File: src/sv/kpd_pkg.sv
// Shared types, key codes, register indexes and reset values for the keypad scanner.
package kpd_pkg;

  localparam int unsigned KeyCount = 7;

  typedef logic [KeyCount-1:0] keys_t;
  typedef logic [2:0]          key_code_t;
  typedef logic [7:0]          count_t;
  typedef logic [1:0]          cfg_index_t;
  typedef logic [7:0]          cfg_data_t;

  localparam key_code_t CODE_NONE  = 3'd0;
  localparam key_code_t CODE_M     = 3'd1;
  localparam key_code_t CODE_B     = 3'd2;
  localparam key_code_t CODE_PLAY  = 3'd3;
  localparam key_code_t CODE_UP    = 3'd4;
  localparam key_code_t CODE_DOWN  = 3'd5;
  localparam key_code_t CODE_LEFT  = 3'd6;
  localparam key_code_t CODE_RIGHT = 3'd7;

  localparam cfg_index_t CFG_VERTICAL_MODE      = 2'd0;
  localparam cfg_index_t CFG_SCAN_PERIOD        = 2'd1;
  localparam cfg_index_t CFG_FIRST_REPEAT_DELAY = 2'd2;
  localparam cfg_index_t CFG_REPEAT_INTERVAL    = 2'd3;

  localparam count_t SCAN_PERIOD_RST        = 8'd10;
  localparam count_t FIRST_REPEAT_DELAY_RST = 8'd25;
  localparam count_t REPEAT_INTERVAL_RST    = 8'd2;

  // Priority encode: lowest pin wins; arrows swap round in vertical orientation.
  function automatic key_code_t encode_keys(input keys_t keys, input logic vertical);
    key_code_t code;
    code = CODE_NONE;
    priority if (keys[0]) code = CODE_M;
    else if (keys[1]) code = CODE_B;
    else if (keys[2]) code = CODE_PLAY;
    else if (keys[3]) code = vertical ? CODE_RIGHT : CODE_UP;
    else if (keys[4]) code = vertical ? CODE_LEFT  : CODE_DOWN;
    else if (keys[5]) code = vertical ? CODE_UP    : CODE_LEFT;
    else if (keys[6]) code = vertical ? CODE_DOWN  : CODE_RIGHT;
    else              code = CODE_NONE;
    return code;
  endfunction

endpackage

File: src/sv/kpd_ifs.sv
// Valid/ready channel interfaces for tick input, key code output and register writes.
interface kpd_in_if
  import kpd_pkg::*;
();
  logic  valid;
  logic  ready;
  keys_t keys_pressed;

  modport source (output valid, output keys_pressed, input ready);
  modport sink   (input valid, input keys_pressed, output ready);
endinterface

interface kpd_out_if
  import kpd_pkg::*;
();
  logic      valid;
  logic      ready;
  key_code_t key_code;

  modport source (output valid, output key_code, input ready);
  modport sink   (input valid, input key_code, output ready);
endinterface

interface kpd_cfg_if
  import kpd_pkg::*;
();
  logic       valid;
  logic       ready;
  cfg_index_t index;
  cfg_data_t  data;

  modport source (output valid, output index, output data, input ready);
  modport sink   (input valid, input index, input data, output ready);
endinterface

File: src/sv/keypad_scan_autorepeat.sv
// Keypad scanner with prescaler, priority encoder and typematic autorepeat.
//
//  channel  | direction | payload                 | beat taken when
//  ---------+-----------+-------------------------+----------------------------
//  in_ch    | sink      | keys_pressed  [6:0]     | valid && ready
//  out_ch   | source    | key_code      [2:0]     | valid && ready
//  cfg_ch   | sink      | index [1:0], data [7:0] | valid && ready (ready tied 1)
//
// One tick beat per cycle while in_ch is not stalled; the state update happens in the cycle
// the beat is taken, and any key code is registered into the output register or the skid.
// An output register plus a one-entry skid keeps in_ch open while a code waits;
// in_ch stalls only when both hold a code.
// Synchronous active-low reset restores the register reset values, reloads the
// prescaler with 10 and clears the key history and repeat counters.
module keypad_scan_autorepeat
  import kpd_pkg::*;
(
  input  logic      clk,
  input  logic      rst_n,
  kpd_in_if.sink    in_ch,
  kpd_out_if.source out_ch,
  kpd_cfg_if.sink   cfg_ch
);

  // configuration registers
  logic      vertical_mode_r;
  count_t    scan_period_r;
  count_t    first_repeat_delay_r;
  count_t    repeat_interval_r;

  // scan state
  count_t    tick_count_r, tick_count_nxt;
  key_code_t last_key_r, last_key_nxt;
  count_t    wait_count_r, wait_count_nxt;
  logic      menu_done_r, menu_done_nxt;

  // output register and skid
  logic      out_valid_r;
  key_code_t out_code_r;
  logic      skid_valid_r;
  key_code_t skid_code_r;

  logic      accept;
  logic      emit;
  key_code_t emit_code;
  key_code_t code;
  count_t    tick_dec;
  count_t    wait_dec;
  logic      scan;

  assign cfg_ch.ready = 1'b1;
  assign in_ch.ready  = !skid_valid_r;
  assign accept       = in_ch.valid && in_ch.ready;

  assign out_ch.valid    = out_valid_r;
  assign out_ch.key_code = out_code_r;

  always_comb begin
    tick_dec       = tick_count_r - {7'd0, |tick_count_r};
    scan           = (tick_dec == '0);
    wait_dec       = wait_count_r - {7'd0, |wait_count_r};
    code           = encode_keys(in_ch.keys_pressed, vertical_mode_r);
    tick_count_nxt = scan ? scan_period_r : tick_dec;
    wait_count_nxt = wait_count_r;
    last_key_nxt   = last_key_r;
    menu_done_nxt  = menu_done_r;
    emit           = 1'b0;
    emit_code      = code;
    if (scan) begin
      wait_count_nxt = wait_dec;
      last_key_nxt   = code;
      if (code != CODE_NONE) begin
        if (code != last_key_r) begin
          // new key: emit, arm the first-repeat delay
          wait_count_nxt = first_repeat_delay_r;
          menu_done_nxt  = 1'b0;
          emit           = 1'b1;
        end else if (wait_dec == '0) begin
          if (code >= CODE_UP) begin
            wait_count_nxt = repeat_interval_r;
            emit           = 1'b1;
          end else if (code == CODE_M && !menu_done_r) begin
            // held M gives B once
            menu_done_nxt = 1'b1;
            emit          = 1'b1;
            emit_code     = CODE_B;
          end
        end
      end
    end
  end

  always_ff @(posedge clk) begin
    if (!rst_n) begin
      vertical_mode_r      <= 1'b0;
      scan_period_r        <= SCAN_PERIOD_RST;
      first_repeat_delay_r <= FIRST_REPEAT_DELAY_RST;
      repeat_interval_r    <= REPEAT_INTERVAL_RST;
      tick_count_r         <= SCAN_PERIOD_RST;
      last_key_r           <= CODE_NONE;
      wait_count_r         <= '0;
      menu_done_r          <= 1'b0;
      out_valid_r          <= 1'b0;
      skid_valid_r         <= 1'b0;
    end else begin
      if (cfg_ch.valid) begin
        unique case (cfg_ch.index)
          CFG_VERTICAL_MODE:      vertical_mode_r      <= cfg_ch.data[0];
          CFG_SCAN_PERIOD:        scan_period_r        <= cfg_ch.data;
          CFG_FIRST_REPEAT_DELAY: first_repeat_delay_r <= cfg_ch.data;
          CFG_REPEAT_INTERVAL:    repeat_interval_r    <= cfg_ch.data;
          default:                ;
        endcase
      end
      if (accept) begin
        tick_count_r <= tick_count_nxt;
        last_key_r   <= last_key_nxt;
        wait_count_r <= wait_count_nxt;
        menu_done_r  <= menu_done_nxt;
      end
      // advance the output register; park a new beat in the skid if it is held
      if (!out_valid_r || out_ch.ready) begin
        if (skid_valid_r) begin
          out_valid_r  <= 1'b1;
          skid_valid_r <= 1'b0;
        end else begin
          out_valid_r <= accept && emit;
        end
      end else if (accept && emit) begin
        skid_valid_r <= 1'b1;
      end
    end
  end

  // payload, no reset
  always_ff @(posedge clk) begin
    if (!out_valid_r || out_ch.ready) begin
      out_code_r <= skid_valid_r ? skid_code_r : emit_code;
    end else if (accept && emit) begin
      skid_code_r <= emit_code;
    end
  end

endmodule

File: src/flat_wrapper.sv
// flat-port wrapper written by rule: the top's interface ports become plain ports
module keypad_scan_autorepeat_flat import kpd_pkg::*;
  (clk, rst_n, in_ch_valid, in_ch_keys_pressed, in_ch_ready, out_ch_valid, out_ch_key_code, out_ch_ready, cfg_ch_valid, cfg_ch_index, cfg_ch_data, cfg_ch_ready);
  kpd_in_if in_ch_i ();
  kpd_out_if out_ch_i ();
  kpd_cfg_if cfg_ch_i ();
  input  logic clk;
  input  logic rst_n;
  input wire logic [$bits(in_ch_i.valid)-1:0] in_ch_valid;
  input wire logic [$bits(in_ch_i.keys_pressed)-1:0] in_ch_keys_pressed;
  output wire logic [$bits(in_ch_i.ready)-1:0] in_ch_ready;
  output wire logic [$bits(out_ch_i.valid)-1:0] out_ch_valid;
  output wire logic [$bits(out_ch_i.key_code)-1:0] out_ch_key_code;
  input wire logic [$bits(out_ch_i.ready)-1:0] out_ch_ready;
  input wire logic [$bits(cfg_ch_i.valid)-1:0] cfg_ch_valid;
  input wire logic [$bits(cfg_ch_i.index)-1:0] cfg_ch_index;
  input wire logic [$bits(cfg_ch_i.data)-1:0] cfg_ch_data;
  output wire logic [$bits(cfg_ch_i.ready)-1:0] cfg_ch_ready;
  assign in_ch_i.valid = in_ch_valid;
  assign in_ch_i.keys_pressed = in_ch_keys_pressed;
  assign in_ch_ready = in_ch_i.ready;
  assign out_ch_valid = out_ch_i.valid;
  assign out_ch_key_code = out_ch_i.key_code;
  assign out_ch_i.ready = out_ch_ready;
  assign cfg_ch_i.valid = cfg_ch_valid;
  assign cfg_ch_i.index = cfg_ch_index;
  assign cfg_ch_i.data = cfg_ch_data;
  assign cfg_ch_ready = cfg_ch_i.ready;
  keypad_scan_autorepeat u_core (.clk(clk), .rst_n(rst_n), .in_ch(in_ch_i), .out_ch(out_ch_i), .cfg_ch(cfg_ch_i));
endmodule
File: config.mk
export PLATFORM = sky130hd
export DESIGN_NAME = keypad_scan_autorepeat_flat
export DESIGN_NICKNAME = d
export VERILOG_FILES = /design/src/sv/kpd_pkg.sv /design/src/sv/kpd_ifs.sv /design/src/sv/keypad_scan_autorepeat.sv /design/src/flat_wrapper.sv
export SDC_FILE = /design/constraint.sdc
export NUM_CORES = 1
export LEC_CHECK = 0
export BUFFER_PORTS_ARGS = -buffer_cell sky130_fd_sc_hd__buf_4
export CORE_UTILIZATION = 45
export DETAILED_ROUTE_END_ITERATION = 8
export GPL_TIMING_DRIVEN = 0
export HOLD_SLACK_MARGIN = 0.06
export PLACE_DENSITY_LB_ADDON = 0.15
export SLEW_MARGIN = 20
export SYNTH_ARGS = -nofsm -noshare
export SYNTH_HDL_FRONTEND = slang
export SYNTH_SLANG_ARGS = --single-unit
File: constraint.sdc
create_clock -name clk -period 10 [get_ports clk]
set_clock_uncertainty 0.2 [all_clocks]
set_input_delay 1.5 -clock clk [delete_from_list [all_inputs] [get_ports clk]]
set_output_delay 1.5 -clock clk [all_outputs]
set_load 0.01 [all_outputs]
==> reports/results.ini <==
[drt]
vias = 2423
avgRoutedWirePerCell_um = 14.2
drc = 0
drt_pass1_iterations = 4
vias_per_cell = 5.53
drt_iter0_drc = 151
finalWirelength_um = 6230
ant_nets = 0

[synthesis]
synth_edf_count = 6
ys_types = 50
synth_fa_ha_area_frac = 0.0188
yosys.area_share.simple = 0.279
synth-seq-cells = 53
synth.net_count = 359
netlist_area_um2 = 2660
yosys_warnings = 0
synth_xor_area_frac = 0.0231
synth_ff_type = dfxtp_1
synth_compound_area_frac = 0.187
yosysSeqAreaShare = 0.422
muxShareOfSynthArea = 0.0268
synth_top_family_by_area = simple AND/OR/NAND/NOR gates
synth_top_area_share = 0.354
syn_avg_cell_area_um2 = 7.98
synthArstFlopShare = 0
synth_top_cells_by_area = dfxtp_1 35%, nand2_1 11%, edfxtp_1 6.8%, a21oi_1 5.8%, nor2_1 3.2%
yosysTopAreaCell = dfxtp_1
syn_inst = 333

[setup_path]
path_cells = buf_4, or4_1, inv_1, xnor2_1, o2111ai_1, or2_2, clkbuf_2, o21ai_1, nor2_1
critPathLaunchType = input port
cp_slowest_cell = or4_1
path_delay_family = simple AND/OR/NAND/NOR gates
required_ns = 9.86
crit_type = in -> reg
critPathMaxStageDelay_ns = 0.61
crit_arrival_ns = 3.69
path_buf_inv = 3
cp-end-kind = flip-flop
crit_fanout = 8

[pwr]
p_int_uw = 306
p_leak_nw = 1.13
pwr-share-comb = 0.192
p_per_area_nw_per_um2 = 143
seq_power_share = 0.528
swShare = 0.290
p_clk_frac = 0.280
p_switching_uw = 125
ir_drop_mv = 0.0774

[cts]
cts.path.max_buffers = 2
clk_latency_ns = 0.31
cts_buffers = 5
cts_resized = 0
holdBufCountCts = 0
postCtsSetupBuffers = 0
cts_tree = yes
root_buffer = clkbuf_8
cts.reportedPaths.clkPinSlew_ns = 0.10
htreeDepth = 2
clkSinkCount = 53

[floorplanning]
io_pins = 28
core_area_um2 = 5610
core.rowCount = 27
fp.dieH_um = 78.9
die-width_um = 78.9
dieArea_um2 = 6220
start_util = 0.474

[timing]
slew_headroom = 0.451
timing.hold.ws_ns = 0.260
rsz0062_at_grt = no
setup_viol = 0
fmax_mhz = 261
finalMaxSlewViolations = 0
setup_slack_ns = 6.17
setup-tns-final_ns = 0
hold_viol_final = 0
finalCriticalPeriod_ns = 3.83
fin_crit_sh = 0.383
worst_pin_slew_ns = 0.813

[finish]
final_cell_mix = 78 x nand2_1, 47 x dfxtp_1, 31 x a21oi_1, 27 x buf_4, 23 x nor2_1
antennaDiodeCount = 0
nFillCells = 557
fin_area_um2 = 3020
final_layout_size_suffix_gt1_frac = 0.128
syn2layout_area_growth_pct = 13.7
nets = 391
layout_commonest_cell = nand2_1

[placement]
io_buffers = 25
dpl_worst_slack_ns = 5.86
dp_hpwl_um = 4680
place_area_um2 = 2940
gp_congestion = 0.802

[global_routing]
grt_max_degree = 17
grt_overflow = 0
grtUsageTotal = 0.218
grt_pass1_vias = 2231
antenna_found_initial = 0
grt_pass1_wl_um = 10500

[run]
maxCapViolations = 0

[worst_hold_path]
hold_class = reg -> reg

[outcome]
status = completed

-- tightest hold or removal path, delay by kind of cell, from the launching register on --
| kind | cells | cell delay, ns |
|---|---|---|
| AND/OR/NAND/NOR | 1 | 0.05 |
| AO/OA/AOI/OAI | 1 | 0.05 |
| flip-flops | 1 | 0.32 |
-- final cells by class --
class / instances / area, um^2 / share of cell area
plain buffers: 16 / 70.1 / 0.0232
clock buffers: 5 / 68.8 / 0.0228
clock inverters: 3 / 17.5 / 0.00580
inverters: 11 / 41.3 / 0.0137
multi-input cells: 253 / 1430 / 0.472
flip-flops and latches: 53 / 1120 / 0.371
well taps: 72 / 90.1 / 0.0298
repair buffers: 25 / 188 / 0.0621
-- path summary, 6_finish.rpt --
path / start / endpoint / slack (ns) / cells after the start
hold / removal: u_core.first_repeat_delay_r[7] / u_core.first_repeat_delay_r[7] / 0.26 / 2
hold reg to reg: u_core.first_repeat_delay_r[7] / u_core.first_repeat_delay_r[7] / 0.26 / 2
setup reg to reg: u_core.tick_count_r[4] / u_core.skid_code_r[0] / 6.20 / 12
setup / recovery: in_ch_keys_pressed[0] / u_core.skid_code_r[0] / 6.17 / 9
-- through the flow --
step	total power, mW	cells	util
2_1_floorplan	0.290	333	-
3_3_place_gp	0.314	430	0.523
3_5_place_dp	0.315	430	0.523
4_1_cts	0.435	438	0.539
5_1_grt	0.455	438	0.539
6_report	0.431	438	0.539
-- sequential cells by signal, summed over array words and instances, names as in the netlist --
register and count:
u_core.first_repeat_delay_r 8, u_core.repeat_interval_r 8, u_core.scan_period_r 8, u_core.tick_count_r 8, u_core.wait_count_r 8, u_core.last_key_r 3
u_core.out_ch.key_code 3, u_core.skid_code_r 3, u_core.menu_done_r 1, u_core.out_ch.valid 1, u_core.skid_valid_r 1, u_core.vertical_mode_r 1
-- layer usage --
| layer | share of wire | global-route usage | vias to the layer above |
|---|---|---|---|
| met4 | 0.017 | 0.0964 | 0 |
| li1 | - | - | 1253 |
| met2 | 0.44 | 0.337 | 61 |
| met3 | 0.046 | 0.0310 | 8 |
| met5 | 0 | 0 | - |
| met1 | 0.50 | 0.303 | 1101 |
-- Yosys cell counts, drive strengths merged, types with 4 or more instances --
cell,instances
nor3,6
inv,10
nor2,23
nand3,11
edfxtp,6
mux2i,6
a21oi,31
nand4,5
a31oi,4
nor2b,4
o21a,5
nand2,78
clkbuf,13
or2,5
a211oi,6
o21ai,9
ha,4
xor2,4
dfxtp,47
nor4,5
a211o,5
-- cell families after synthesis --
family	Yosys count
AOI/OAI and AO/OA	78
muxes	7
and+or+nand+nor	156
DFF	53
other	1
adders and majority gates	4
xor gates and xnor gates	7
buffers and inverters	27
-- power groups by stage --
stage                     Clock (mW)  Sequential (mW)  Combinational (mW)
after floorplan                    0            0.232              0.0583
after detailed placement           0            0.233              0.0824
final                          0.121            0.228              0.0828
after global placement             0            0.233              0.0812
after CTS                      0.124            0.228              0.0828
after global routing           0.134            0.229              0.0930
(Power assumes the default switching activity.)
